`src/rtl/core/msd_pkg.sv`:
```
// Package with request and result types, codes and the segment table.
`timescale 1ns / 1ps
`default_nettype none

package msd_pkg;

  localparam int NumDigits         = 4;
  localparam int ValueW            = 14;
  localparam int MaxValueDef       = 9999;
  localparam int MaxPointPlacesDef = 3;

  localparam logic       KindUpdate = 1'b0;
  localparam logic       KindTick   = 1'b1;
  localparam logic [3:0] BlankCode  = 4'hF;
  localparam logic [6:0] AllSegsOff = 7'h7F;

  typedef struct packed {
    logic        kind;
    logic [15:0] number;
    logic [7:0]  point_places;
  } in_t;

  typedef struct packed {
    logic [6:0] segments_off;
    logic [3:0] digit_enable;
    logic       point_off;
  } out_t;

  typedef logic [NumDigits-1:0][3:0] codes_t;

  function automatic logic [6:0] seg_off(input logic [3:0] code);
    logic [6:0] pat;
    case (code)
      4'd0:    pat = 7'h40;
      4'd1:    pat = 7'h79;
      4'd2:    pat = 7'h24;
      4'd3:    pat = 7'h30;
      4'd4:    pat = 7'h19;
      4'd5:    pat = 7'h12;
      4'd6:    pat = 7'h02;
      4'd7:    pat = 7'h78;
      4'd8:    pat = 7'h00;
      4'd9:    pat = 7'h10;
      default: pat = AllSegsOff;
    endcase
    return pat;
  endfunction

endpackage

`default_nettype wire

```
`src/rtl/core/msd_encode.sv`:
```
// Saturate, clamp, split into decimal digits and blank leading zeros.
`timescale 1ns / 1ps
`default_nettype none

module msd_encode import msd_pkg::*; #(
  parameter int MaxValue       = MaxValueDef,
  parameter int MaxPointPlaces = MaxPointPlacesDef
) (
  input  logic [15:0] number_i,
  input  logic [7:0]  point_places_i,
  output codes_t      codes_o,
  output logic [1:0]  places_o
);

  logic [ValueW-1:0] value;
  logic [27:0]       p1000;
  logic [26:0]       p100;
  logic [29:0]       p10;
  logic [3:0]        q1000;
  logic [6:0]        q100;
  logic [9:0]        q10;
  logic [6:0]        r1;
  logic [9:0]        r2;
  logic [ValueW-1:0] r3;
  codes_t            digits;
  logic [1:0]        point_pos;
  logic              has_point;
  logic [2:0]        blank;

  assign value    = (number_i > 16'(MaxValue)) ? ValueW'(MaxValue) : number_i[ValueW-1:0];
  assign places_o = (point_places_i > 8'(MaxPointPlaces)) ? 2'(MaxPointPlaces)
                                                           : point_places_i[1:0];

  // reciprocal multiply, exact for values below ten thousand
  assign p1000 = 28'(value) * 28'd8389;
  assign p100  = 27'(value) * 27'd5243;
  assign p10   = 30'(value) * 30'd52429;
  assign q1000 = p1000[26:23];
  assign q100  = p100[25:19];
  assign q10   = p10[28:19];

  assign r1 = q100 - (7'({q1000, 3'b000}) + 7'({q1000, 1'b0}));
  assign r2 = q10 - (10'({q100, 3'b000}) + 10'({q100, 1'b0}));
  assign r3 = value - (ValueW'({q10, 3'b000}) + ValueW'({q10, 1'b0}));

  assign digits[0] = q1000;
  assign digits[1] = r1[3:0];
  assign digits[2] = r2[3:0];
  assign digits[3] = r3[3:0];

  assign has_point = (places_o != 2'd0);
  assign point_pos = 2'(NumDigits - 1) - places_o;

  // stop blanking at the first nonzero digit or at the point digit
  assign blank[0] = (digits[0] == 4'd0) && !(has_point && point_pos == 2'd0);
  assign blank[1] = blank[0] && (digits[1] == 4'd0) && !(has_point && point_pos == 2'd1);
  assign blank[2] = blank[1] && (digits[2] == 4'd0) && !(has_point && point_pos == 2'd2);

  assign codes_o[0] = blank[0] ? BlankCode : digits[0];
  assign codes_o[1] = blank[1] ? BlankCode : digits[1];
  assign codes_o[2] = blank[2] ? BlankCode : digits[2];
  assign codes_o[3] = digits[3];

endmodule

`default_nettype wire

```
`src/rtl/core/multiplexed_seven_segment_driver_top.sv`:
```
// Top level of the multiplexed four-digit seven-segment display driver.
//
//   channel  direction  handshake                  payload
//   in       input      in_valid_i / in_ready_o    in_i  (in_t: kind, number, point_places)
//   out      output     out_valid_o / out_ready_i  out_o (out_t: segments, enable, point)
//
// One request per cycle is taken unless a tick waits behind a stalled result; each passes an
// input register, then one combinational pass into the display state and the result register.
// An update request gives no result; a tick request, after the input register, shows its result in the result register.
// Reset clears the digits to zero, the scan to the leftmost digit, no point, segments off.
// A stalled result holds; ticks behind it wait in the input register, updates still pass.
`timescale 1ns / 1ps
`default_nettype none

module multiplexed_seven_segment_driver_top import msd_pkg::*; #(
  parameter int MaxValue       = MaxValueDef,
  parameter int MaxPointPlaces = MaxPointPlacesDef
) (
  input  logic clk_i,
  input  logic rst_ni,
  input  logic in_valid_i,
  output logic in_ready_o,
  input  in_t  in_i,
  output logic out_valid_o,
  input  logic out_ready_i,
  output out_t out_o
);

  logic       in_v_q;
  in_t        in_q;
  logic       adv;
  logic       do_update;
  logic       do_tick;

  codes_t     enc_codes;
  logic [1:0] enc_places;

  codes_t     codes_q;
  logic [1:0] places_q;
  logic [1:0] active_q;
  logic [6:0] held_q;
  logic [6:0] held_d;
  logic [3:0] code_sel;
  logic       code_ok;
  logic       show_point;

  logic       out_v_q;
  out_t       out_q;
  out_t       out_d;

  assign adv        = in_v_q && (in_q.kind == KindUpdate || !out_v_q || out_ready_i);
  assign in_ready_o = !in_v_q || adv;
  assign do_update  = adv && (in_q.kind == KindUpdate);
  assign do_tick    = adv && (in_q.kind == KindTick);

  always_ff @(posedge clk_i or negedge rst_ni) begin
    if (!rst_ni) begin
      in_v_q <= 1'b0;
    end else if (in_ready_o) begin
      in_v_q <= in_valid_i;
    end
  end

  always_ff @(posedge clk_i) begin
    if (in_valid_i && in_ready_o) begin
      in_q <= in_i;
    end
  end

  msd_encode #(
    .MaxValue       (MaxValue),
    .MaxPointPlaces (MaxPointPlaces)
  ) u_msd_encode (
    .number_i       (in_q.number),
    .point_places_i (in_q.point_places),
    .codes_o        (enc_codes),
    .places_o       (enc_places)
  );

  assign code_sel   = codes_q[active_q];
  assign code_ok    = (code_sel <= 4'd9);
  assign held_d     = code_ok ? seg_off(code_sel) : held_q;
  assign show_point = (places_q != 2'd0) && (active_q == 2'(NumDigits - 1) - places_q);

  always_comb begin
    out_d.segments_off = held_d;
    out_d.digit_enable = code_ok ? (4'b0001 << active_q) : 4'b0000;
    out_d.point_off    = !show_point;
  end

  always_ff @(posedge clk_i or negedge rst_ni) begin
    if (!rst_ni) begin
      codes_q  <= '0;
      places_q <= 2'd0;
      active_q <= 2'd0;
      held_q   <= AllSegsOff;
      out_v_q  <= 1'b0;
    end else begin
      if (do_update) begin
        codes_q  <= enc_codes;
        places_q <= enc_places;
      end
      if (do_tick) begin
        held_q   <= held_d;
        active_q <= active_q + 2'd1;
        out_v_q  <= 1'b1;
      end else if (out_ready_i) begin
        out_v_q  <= 1'b0;
      end
    end
  end

  always_ff @(posedge clk_i) begin
    if (do_tick) begin
      out_q <= out_d;
    end
  end

  assign out_valid_o = out_v_q;
  assign out_o       = out_q;

endmodule

`default_nettype wire

```
`config.mk`:
```
export PLATFORM = sky130hd
export DESIGN_NAME = multiplexed_seven_segment_driver_top
export DESIGN_NICKNAME = d
export VERILOG_FILES = /design/src/rtl/core/msd_pkg.sv /design/src/rtl/core/msd_encode.sv /design/src/rtl/core/multiplexed_seven_segment_driver_top.sv
export SDC_FILE = /design/constraint.sdc
export NUM_CORES = 1
export LEC_CHECK = 0
export ABC_CLOCK_PERIOD_IN_PS = 21000
export BUFFER_PORTS_ARGS = -buffer_cell sky130_fd_sc_hd__buf_2
export CAP_MARGIN = 15
export CORE_MARGIN = 1
export CORE_UTILIZATION = 45
export DETAILED_ROUTE_END_ITERATION = 10
export SLEW_MARGIN = 20
export SYNTH_ARGS = -nofsm -noshare
export SYNTH_HDL_FRONTEND = slang
export SYNTH_SLANG_ARGS = --single-unit
```
`constraint.sdc`:
```
create_clock -name clk_i -period 21 [get_ports clk_i]
set_input_delay 2.1 -clock clk_i [delete_from_list [all_inputs] [get_ports clk_i]]
set_output_delay 2.1 -clock clk_i [all_outputs]
set_load 0.05 [all_outputs]
```
Word level (Yosys, flattened, before mapping)
Memories as Yosys holds them, arrays and structs flattened.
Index checks and enable logic that the tools add are counted.

cells by class
  multiplexer cells = 10
  reduce and logical (&&, ||, !) cells = 29
  shift-type cells = 1
  add/subtract/negate cells = 9
  magnitude comparators = 4
  bitwise logic cells = 1
  eq/ne operators = 3
  multiply operators = 3

operators by type and width
  operator                                                     count
  multiplier 14 x 14 -> 27 bit (second input constant)         1
  multiplier 14 x 13 -> 23 bit (second input constant)         1
  multiplier 14 x 16 -> 23 bit (second input constant)         1
  > comparator 16 x 14 -> 1 bit (second input constant)        1
  2-to-1 mux 4 bit                                             4
  2-to-1 mux 14 bit                                            1
  logical AND 1 bit                                            13
  adder 4 bit                                                  3
  logical NOT 4 bit                                            3
  subtractor 4 bit                                             3
  binary-select mux 4 bit (select 2 bit)                       1
  > comparator 8 x 2 -> 1 bit (second input constant)          1
  2-to-1 mux 7 bit                                             1
  logical NOT 1 bit                                            6
  nonzero test 2 bit                                           3
  <= comparator 4 bit (second input constant)                  1
  << shifter 1 x 2 -> 4 bit (first input constant)             1
  subtractor 2 bit (first input constant)                      2
  logical OR 1 bit                                             3
  less-than comparator 2 x 3 -> 1 bit (second input constant)  1
  adder 2 x 1 -> 2 bit (second input constant)                 1
  equality test 2 x 1 -> 1 bit (second input constant)         1
  equality test 2 bit                                          1
  equality test 2 bit (second input constant)                  1
  other kinds (4)                                              5

word-level totals
  memories kept = 1
  logic and storage cells = 76
  flip-flop bits (word level) = 66
  bits in read-only memories = 112

memories
  name              depth  width  read ports  clocked after Yosys merged registers in  write ports  line           source
  (name not given)  16     7      1           0                                        0            msd_pkg.sv:33  case (code)

Depth between registers and ports, before layout
Gate-level depths: netlist (run 1).

  word-level depth = 12
  mapped depth = 33

By module
From an unflattened synthesis (run 1), not the netlist that was laid out.

second synthesis, totals
  cells, all modules = 1,144
  area total of the unflattened synthesis = 11,079.4 um^2

by module, submodules not included
  module                                instances  sequential area each (um^2)  cells an instance  area an instance (um^2)
  msd_encode                            1          0.0                          971                8,371.8
  multiplexed_seven_segment_driver_top  1          1,845.5                      173                2,707.6

Worst setup path after synthesis (run 1)
No wires, ideal clock.

  path type = reg2reg
  start = reg in_q[13] (netlist bit)
  end = reg codes_q[10] (netlist bit)
  path buffers = 3
  period minus slack after synthesis = 7.362 ns
  cell stages (with the launch flop) = 33
  arrival time = 7.232 ns
  setup slack = 13.638 ns
  data required time = 20.870 ns
  cells stage by stage = edfxtp_1 buf_2 nor4_1 o21ai_1 a211o_2 clkbuf_1 nor2_1 inv_1 ha_1 clkbuf_1 ha_1 xnor2_1 fa_1 inv_1 fa_1 inv_1 fa_1 inv_1 ha_1 and2_1 and4_1 a31oi_1 a31oi_1 o211a_1 a311oi_2 ha_1 xnor2_1 xnor2_1 xnor2_1 xnor2_1 xnor3_1 mux2i_1 o21ai_0

on the way
  cells in the longest elaborated chain, start to end = 11
  elaborated cells between the ends (all ways) = 18
  classes of those cells = add/sub (4); mul (3); order compare (1); mux (2); reduce/logical (8)

ends and longest elaborated chain
  item                            line                                         source
  from (decl)                     multiplexed_seven_segment_driver_top.sv:30   in_t in_q;
  from (signal assigned)          multiplexed_seven_segment_driver_top.sv:66   in_q <= in_i;
  > comparator 16 x 14 -> 1 bit   msd_encode.sv:30                             assign value = (number_i > 16'(MaxValue)) ? ValueW'(MaxValue) : number_i[ValueW-1:0];
  2-to-1 mux 14 bit *             msd_encode.sv:30
  multiplier 14 x 14 -> 27 bit    msd_encode.sv:35                             assign p1000 = 28'(value) * 28'd8389;
  adder 4 bit                     msd_encode.sv:42                             assign r1 = q100 - (7'({q1000, 3'b000}) + 7'({q1000, 1'b0}));
  subtractor 4 bit                msd_encode.sv:42
  logical NOT 4 bit               msd_encode.sv:56                             assign blank[1] = blank[0] && (digits[1] == 4'd0) && !(has_point && point_pos == 2'd1);
  logical AND 1 bit (2 in a row)  msd_encode.sv:56
  logical AND 1 bit (2 in a row)  msd_encode.sv:57                             assign blank[2] = blank[1] && (digits[2] == 4'd0) && !(has_point && point_pos == 2'd2);
  2-to-1 mux 4 bit *              msd_encode.sv:61                             assign codes_o[2] = blank[2] ? BlankCode : digits[2];
  to (signal assigned)            multiplexed_seven_segment_driver_top.sv:100  codes_q <= enc_codes;
  to (decl)                       multiplexed_seven_segment_driver_top.sv:38   codes_t codes_q;

Mark *: on every way between the ends. The rest lies on a longest branch, timed or not.
A chain may end at the register's enable or synchronous reset.

Worst setup path in the final report (run 1)
  start = reg in_q[15] (netlist bit)
  end = reg codes_q[10] (netlist bit)

Same word-level chain as after synthesis.

==> results of run 1 <==
==> cell type report <==
| cell class | instances | area, um^2 | area share |
|---|---|---|---|
| clock buffer | 13 | 240 | 0.0203 |
| clock inverter | 3 | 41.3 | 0.00349 |
| inverter | 271 | 1020 | 0.0863 |
| multi-input combinational | 812 | 8060 | 0.681 |
| sequential | 66 | 1850 | 0.156 |
| tap | 319 | 399 | 0.0337 |
| timing repair buffer | 45 | 233 | 0.0197 |
==> worst min-delay path by stage <==
stage                          from        end  slack, ns  depth (start not counted)
final                     held_q[1]  held_q[1]       0.46                          2
after global routing      held_q[1]  held_q[1]       0.48                          2
after CTS                 held_q[6]  held_q[6]       0.46                          2
after detailed placement  held_q[6]  held_q[6]       0.45                          2
after global placement    held_q[1]  held_q[1]       0.45                          2
after floorplan           held_q[1]  held_q[1]       0.44                          2
==> where the power goes <==
group	switching (uW)	internal [uW]	total (uW)
sequential	24.5	184	208
combinational	621	416	1040
clock	52.7	91.9	145
total	698	691	1390
==> cell usage in the layout, fill, tap and decap left out, types with 5 or more instances in the layout <==
cell / count
o21a_1: 6
nor2_1: 64
edfxtp_1: 37
xor2_1: 18
a21oi_1: 41
fa_1: 111
a31oi_1: 9
xnor2_1: 51
buf_2: 42
ha_1: 223
nand3_1: 14
o21ai_0: 34
dfrtp_1: 22
inv_1: 269
a211oi_1: 14
nand2_1: 74
dfstp_2: 7
nand2b_1: 8
nor4_1: 5
and3_1: 9
or2_2: 7
and4_1: 5
o211ai_1: 6
o31ai_1: 10
a21o_1: 13
nand4_1: 10
clkbuf_16: 9
and2_1: 6
==> flip-flops by register name, indices dropped and copies added (netlist names) <==
| signal | flops |
|---|---|
| places_q | 2 |
| codes_q | 16 |
| active_q | 2 |
| held_q | 7 |
| out_o | 12 |
| out_valid_o | 1 |
| in_q | 25 |
| in_v_q | 1 |
==> routing by layer <==
| metal | global-route usage | wire, um | part of all wire |
|---|---|---|---|
| met3 | 0.0259 | 1350 | 0.047 |
| met2 | 0.396 | 13500 | 0.47 |
| met1 | 0.338 | 13000 | 0.46 |
| met5 | 0 | 0 | 0 |
| met4 | 0.0582 | 645 | 0.023 |
==> stage by stage <==
| step | std cells | power, uW | area [um^2] | worst slack, ns |
|---|---|---|---|---|
| floorplan | 1174 | 978 | 11000 | 13.64 |
| global placement | 1513 | 1220 | 11600 | 12.43 |
| detailed placement | 1513 | 1230 | 11600 | 12.42 |
| CTS | 1529 | 1390 | 11800 | 12.36 |
| global route | 1529 | 1540 | 11800 | 11.72 |
| finish | 1529 | 1390 | 11800 | 12.23 |
==> worst max-delay path, delay by kind of cell, from the launching register on <==
kind	cells	cell delay, ns
XOR/XNOR	5	0.94
buffers and inverters	5	0.62
multiplexers	1	0.24
AO/OA/AOI/OAI	7	2.12
adder cells (fa/ha/maj)	8	3.17
flip-flops	1	0.56
AND/OR/NAND/NOR	4	0.96
==> cell families after synthesis <==
family                   synth area share
flip-flops                          0.167
buffers and inverters               0.103
adder cells (fa/ha/maj)             0.457
multiplexers                       0.0110
XOR/XNOR                           0.0615
AND/OR/NAND/NOR                     0.104
AO/OA/AOI/OAI                      0.0958
other                            0.000340
==> qor.yml, run 1 <==
h-tree-depth: 3
maxSlewViolCount: 0
cts_tree: "done"
rr_worst_depth: 30
hpwl_um: 24600
grt_pass1_vias: 8093
fin_crit_ns: 8.77
cts_root_buf: "clkbuf_16"
cts_setup_buffers: 0
arrival_ns: 8.97
fin_util: 0.498
cts_sinks: 66
drive_gt1_frac: 0.0777
yosysSeqAreaShare: 0.167
cp_slowest_stage_delay_ns: 0.56
hold_viol_final: 0
synth_most_common_cell: "inv_1"
fillerInstances: 2227
fin_crit_sh: 0.418
initial_utilization: 0.464
synth.largest_area_cell: "ha_1"
crit_fanout: 21
grt_pass1_wl_um: 44700
via_per_inst: 5.28
r2r_end: "codes_q[10]"
syn_avg_cell_area_um2: 9.41
ys.flop_type: "edfxtp_1"
synth_top_area_frac: 0.253
synth-edff-count: 37
ios: 43
setup.worst_path.start: "in_q[15]"
synth_commonest_cells: "inv_1, ha_1, fa_1"
grt_max_degree: 30
row_count: 56
rsz0062_at_grt: "false"
crit_slowest_cell: "edfxtp_1"
ant_nets: 0
dieHeight_um: 159
critPathCapture: "codes_q[10]"
cts_hold_buffers: 0
area_growth_pct: 7.33
fin_tns_setup_ns: 0
cp-end-kind: "flop"
netlist_area_mm2: 0.0110
worst-setup-path-type: "reg2reg"
power_density_mw_per_mm2: 117
synth_cell_type_count: 79
crit_path_start_kind: "flop"
num_antenna_cells: 0
yosys_warnings: 0
async_flop_share: 0.439
dr_total_vias: 8070
nets: 1568
cp_common_cell: "inv_1"
die_w_um: 159
fmax_mhz: 114
status: "complete, no violations"
r2r_start: "in_q[15]"
synth_seq_cells: 66
grt_overflow: 0
finalClockSkew_ns: 0.00825
clk_latency_ns: 0.33
drt_iter0_markers: 481
fp.coreArea_mm2: 0.0238
vdd_ir_drop_max_v: 0.000100
setup_viol: 0
cts-buffers-inserted: 9
tightest_slew_ns: 0.796
r2r_slack_ns: 12.23
max_slew_margin: 0.467
hold_slack_ns: 0.457
firstDrtPassIters: 5
drc: 0
gp_congestion: 0.945
leakagePower_uw: 0.00613
path_clk_slew_ns: 0.06
wire_per_inst_um: 18.6
groute.usage.overall: 0.241
synth.area.top_cells: "ha_1, fa_1, edfxtp_1, inv_1, dfrtp_1"
hold_path_class: "reg2reg"
antenna_found_initial: 0
drv_cap: 0
portBuffers: 42
totalWireLength_um: 28500
cp.required_ns: 21.20
clk_path_buf_depth: 2
dieArea_mm2: 0.0251
synthCells: 1172
cts.repair.resized: 0
Note: power is estimated with default switching activity, not from simulation.
==> run 2, diff against run 1 <==
--- a/config.mk
+++ b/config.mk
@@ -5,7 +5,7 @@
 export SDC_FILE = /design/constraint.sdc
 export NUM_CORES = 1
 export LEC_CHECK = 0
-export ABC_CLOCK_PERIOD_IN_PS = 21000
+export ABC_CLOCK_PERIOD_IN_PS = 7750
 export BUFFER_PORTS_ARGS = -buffer_cell sky130_fd_sc_hd__buf_2
 export CAP_MARGIN = 15
 export CORE_MARGIN = 1
==> constraint.sdc (replaced) <==
create_clock -name clk_i -period 7.75 [get_ports clk_i]
set_input_delay 0.775 -clock clk_i [delete_from_list [all_inputs] [get_ports clk_i]]
set_output_delay 0.775 -clock clk_i [all_outputs]
set_load 0.05 [all_outputs]
==> run 2 against run 1 <==
  * Sequential share of layout area fell by 0.63 points
  * Hold slack about the same
  * Maximum frequency is 17% higher
  * Sequential power grew to 2.7 times the previous value
  * Clock skew increased by 0.00099 ns
  * Total power increased to 2.8 times the previous value
  * Global-route usage grew 0.59 points
  * Non-clock buffer count is 47 higher
  * Cell count up 3.1%
  * Critical path depth is the same
  * First-iteration DRC count rose by 0.83%
==> qor.yml, run 2 (same netlist as run 1, synthesis figures left out) <==
status: "complete, no violations"
via_per_inst: 5.19  # -1.7%
power.internal_uw: 1970  # +180%
critical_path.top_delay_family: "adder cells"
grt_pass1_wl_um: 45900  # +2.7%
wire_per_inst_um: 18.4  # -1.2%
portBuffers: 42  # unchanged
fin_crit_sh: 0.965  # +0.548
clk_path_buf_depth: 2  # unchanged
crit_fanout: 8  # -62%
gp_congestion: 0.947  # +0.16%
regMostFlops: "in_q"
clkPwrFrac: 0.096  # -0.008
crit_buf_inv: 6  # +1
fin_util: 0.519  # +0.0210
mostFrequentLayoutCells: "inv_1, ha_1, fa_1"
largest_reg_flops: 25  # unchanged
arrival_ns: 7.74  # -1.23 ns
tightest_slew_ns: 0.791  # -0.00588 ns
power_density_mw_per_mm2: 316  # +170%
hold_viol_final: 0  # unchanged
crit_slowest_cell: "fa_1"
drt_iter0_markers: 485  # +0.83%
finalClockSkew_ns: 0.00924  # +0.000986 ns
final_common_cell: "inv_1"
leakagePower_uw: 0.00636  # +3.8%
cts_tree: "done"
totalWireLength_um: 29000  # +1.8%
vdd_ir_drop_max_v: 0.000212  # +110%
setup_viol: 0  # unchanged
grt_pass1_vias: 8346  # +3.1%
power_uw: 3900  # +180%
num_antenna_cells: 0  # unchanged
crit_path_start_kind: "flop"
seq_area_mm2: 0.00185  # unchanged
power.switching_uw: 1930  # +180%
drc: 0  # unchanged
dieArea_mm2: 0.0251  # unchanged
seqPwrFrac: 0.144  # -0.006
fin_crit_ns: 7.48  # -1.29 ns
path_clk_slew_ns: 0.06  # about the same
fp.coreArea_mm2: 0.0238  # unchanged
max_slew_margin: 0.468  # +0.00122
cp.required_ns: 8.01  # -13.19 ns
nets: 1615  # +3.0%
maxSlewViolCount: 0  # unchanged
combPwrFrac: 0.761  # +0.015
ant_nets: 0  # unchanged
cts_sinks: 66  # unchanged
cp_slowest_stage_delay_ns: 0.54  # -0.02 ns
dieHeight_um: 159  # unchanged
grt_overflow: 0  # unchanged
numPlacedInstances: 1554  # +2.7%
die_w_um: 159  # unchanged
cts_root_buf: "clkbuf_16"
cp_common_cell: "ha_1"
hpwl_um: 25200  # +2.4%
firstDrtPassIters: 4  # -1
h-tree-depth: 3  # unchanged
cts-buffers-inserted: 9  # unchanged
dp_worst_setup_slack_ns: -0.0483  # -12.47 ns
drv_cap: 0  # unchanged
antenna_found_initial: 0  # unchanged
dr_total_vias: 8179  # +1.4%
fin_cells: 1576  # +3.1%
groute.usage.overall: 0.247  # +0.00592
ios: 43  # unchanged
drive_gt1_frac: 0.133  # +0.0552
grt_max_degree: 30  # unchanged
fillerInstances: 2218  # -0.40%
area_growth_pct: 11.9
cp-end-kind: "flop"
cts_hold_buffers: 0  # unchanged
worst-setup-path-type: "reg2reg"
post-route-worst-setup-slack_ns: 0.267  # -11.96 ns
swShare: 0.496  # -0.00692
fmax_mhz: 134  # +17%
initial_utilization: 0.464  # unchanged
multi_input_area_mm2: 0.00822  # +2.0%
clk_latency_ns: 0.33  # about the same
hold_path_class: "reg2reg"
row_count: 56  # unchanged
==> run 2: cell count changes in the layout (fill, tap and decap cells not counted), sizes merged <==
cell,change
clkinvlp,+2
bufinv,-1
clkinv,+3
buf,+47
clkbuf,-4
==> run 2: worst register-to-register path, delay by kind of cell, from the launching register on <==
family / cells / cell delay, ns
buf+inv: 6 / 0.67
fa+ha+maj: 8 / 2.95
xor+xnor: 5 / 1.06
simple gates: 6 / 1.30
flops: 1 / 0.41
compound gates: 5 / 1.02
==> run 2: area by class of cell <==
| type | instances | area share |
|---|---|---|
| Clock buffer | 9 | 0.0183 |
| Clock inverter | 7 | 0.00365 |
| Inverter | 271 | 0.0829 |
| Sequential cell | 66 | 0.150 |
| Multi-Input combinational cell | 812 | 0.666 |
| Tap cell | 319 | 0.0323 |
| Timing Repair Buffer | 92 | 0.0475 |
==> run 2: what timing repair did <==
action	in CTS	in global routing
setup buffers	0	6
endpoints found under the setup margin	4	8
pin swaps	0	12
gates resized for setup	1	31
==> run 2: power groups by stage <==
stage | clock network, uW | logic (uW) | registers, uW
floorplan | 0 | 2040 | 605
global placement | 0 | 2790 | 563
detailed placement | 0 | 2820 | 566
CTS | 377 | 2840 | 561
global route | 392 | 3370 | 576
finish | 373 | 2970 | 561
==> run 2: final timing paths <==
path,startpoint,cells past startpoint,endpoint,slack [ns]
worst min register to register,held_q[1],2,held_q[1],0.46
worst max-delay path,in_q[14],30,codes_q[7],0.27
worst max register to register,in_q[14],30,codes_q[7],0.27
min in group asynchronous,rst_ni,1,places_q[0],0.48
worst min-delay path,held_q[1],2,held_q[1],0.46
max in group asynchronous,rst_ni,1,codes_q[13],6.82
==> run 2: per-layer routing <==
metal,part of all wire,up-vias,global-route usage,wire length (um)
li1,-,3997,-,-
met3,0.046,45,0.0332,1340
met5,0,-,0,0
met2,0.47,185,0.406,13500
met4,0.026,0,0.0609,767
met1,0.46,3952,0.342,13400
==> run 2: per-stage QoR <==
| stage | setup TNS [ns] | hold WS [ns] | instance area [um^2] |
|---|---|---|---|
| 6_report | 0 | 0.457 | 12300 |
| 5_1_grt | -0.125 | 0.478 | 12300 |
| 4_1_cts | 0 | 0.459 | 12100 |
| 3_5_place_dp | -0.160 | 0.449 | 11900 |
| 3_3_place_gp | 0 | 0.446 | 11900 |
| 2_1_floorplan | 0 | 0.439 | 11000 |
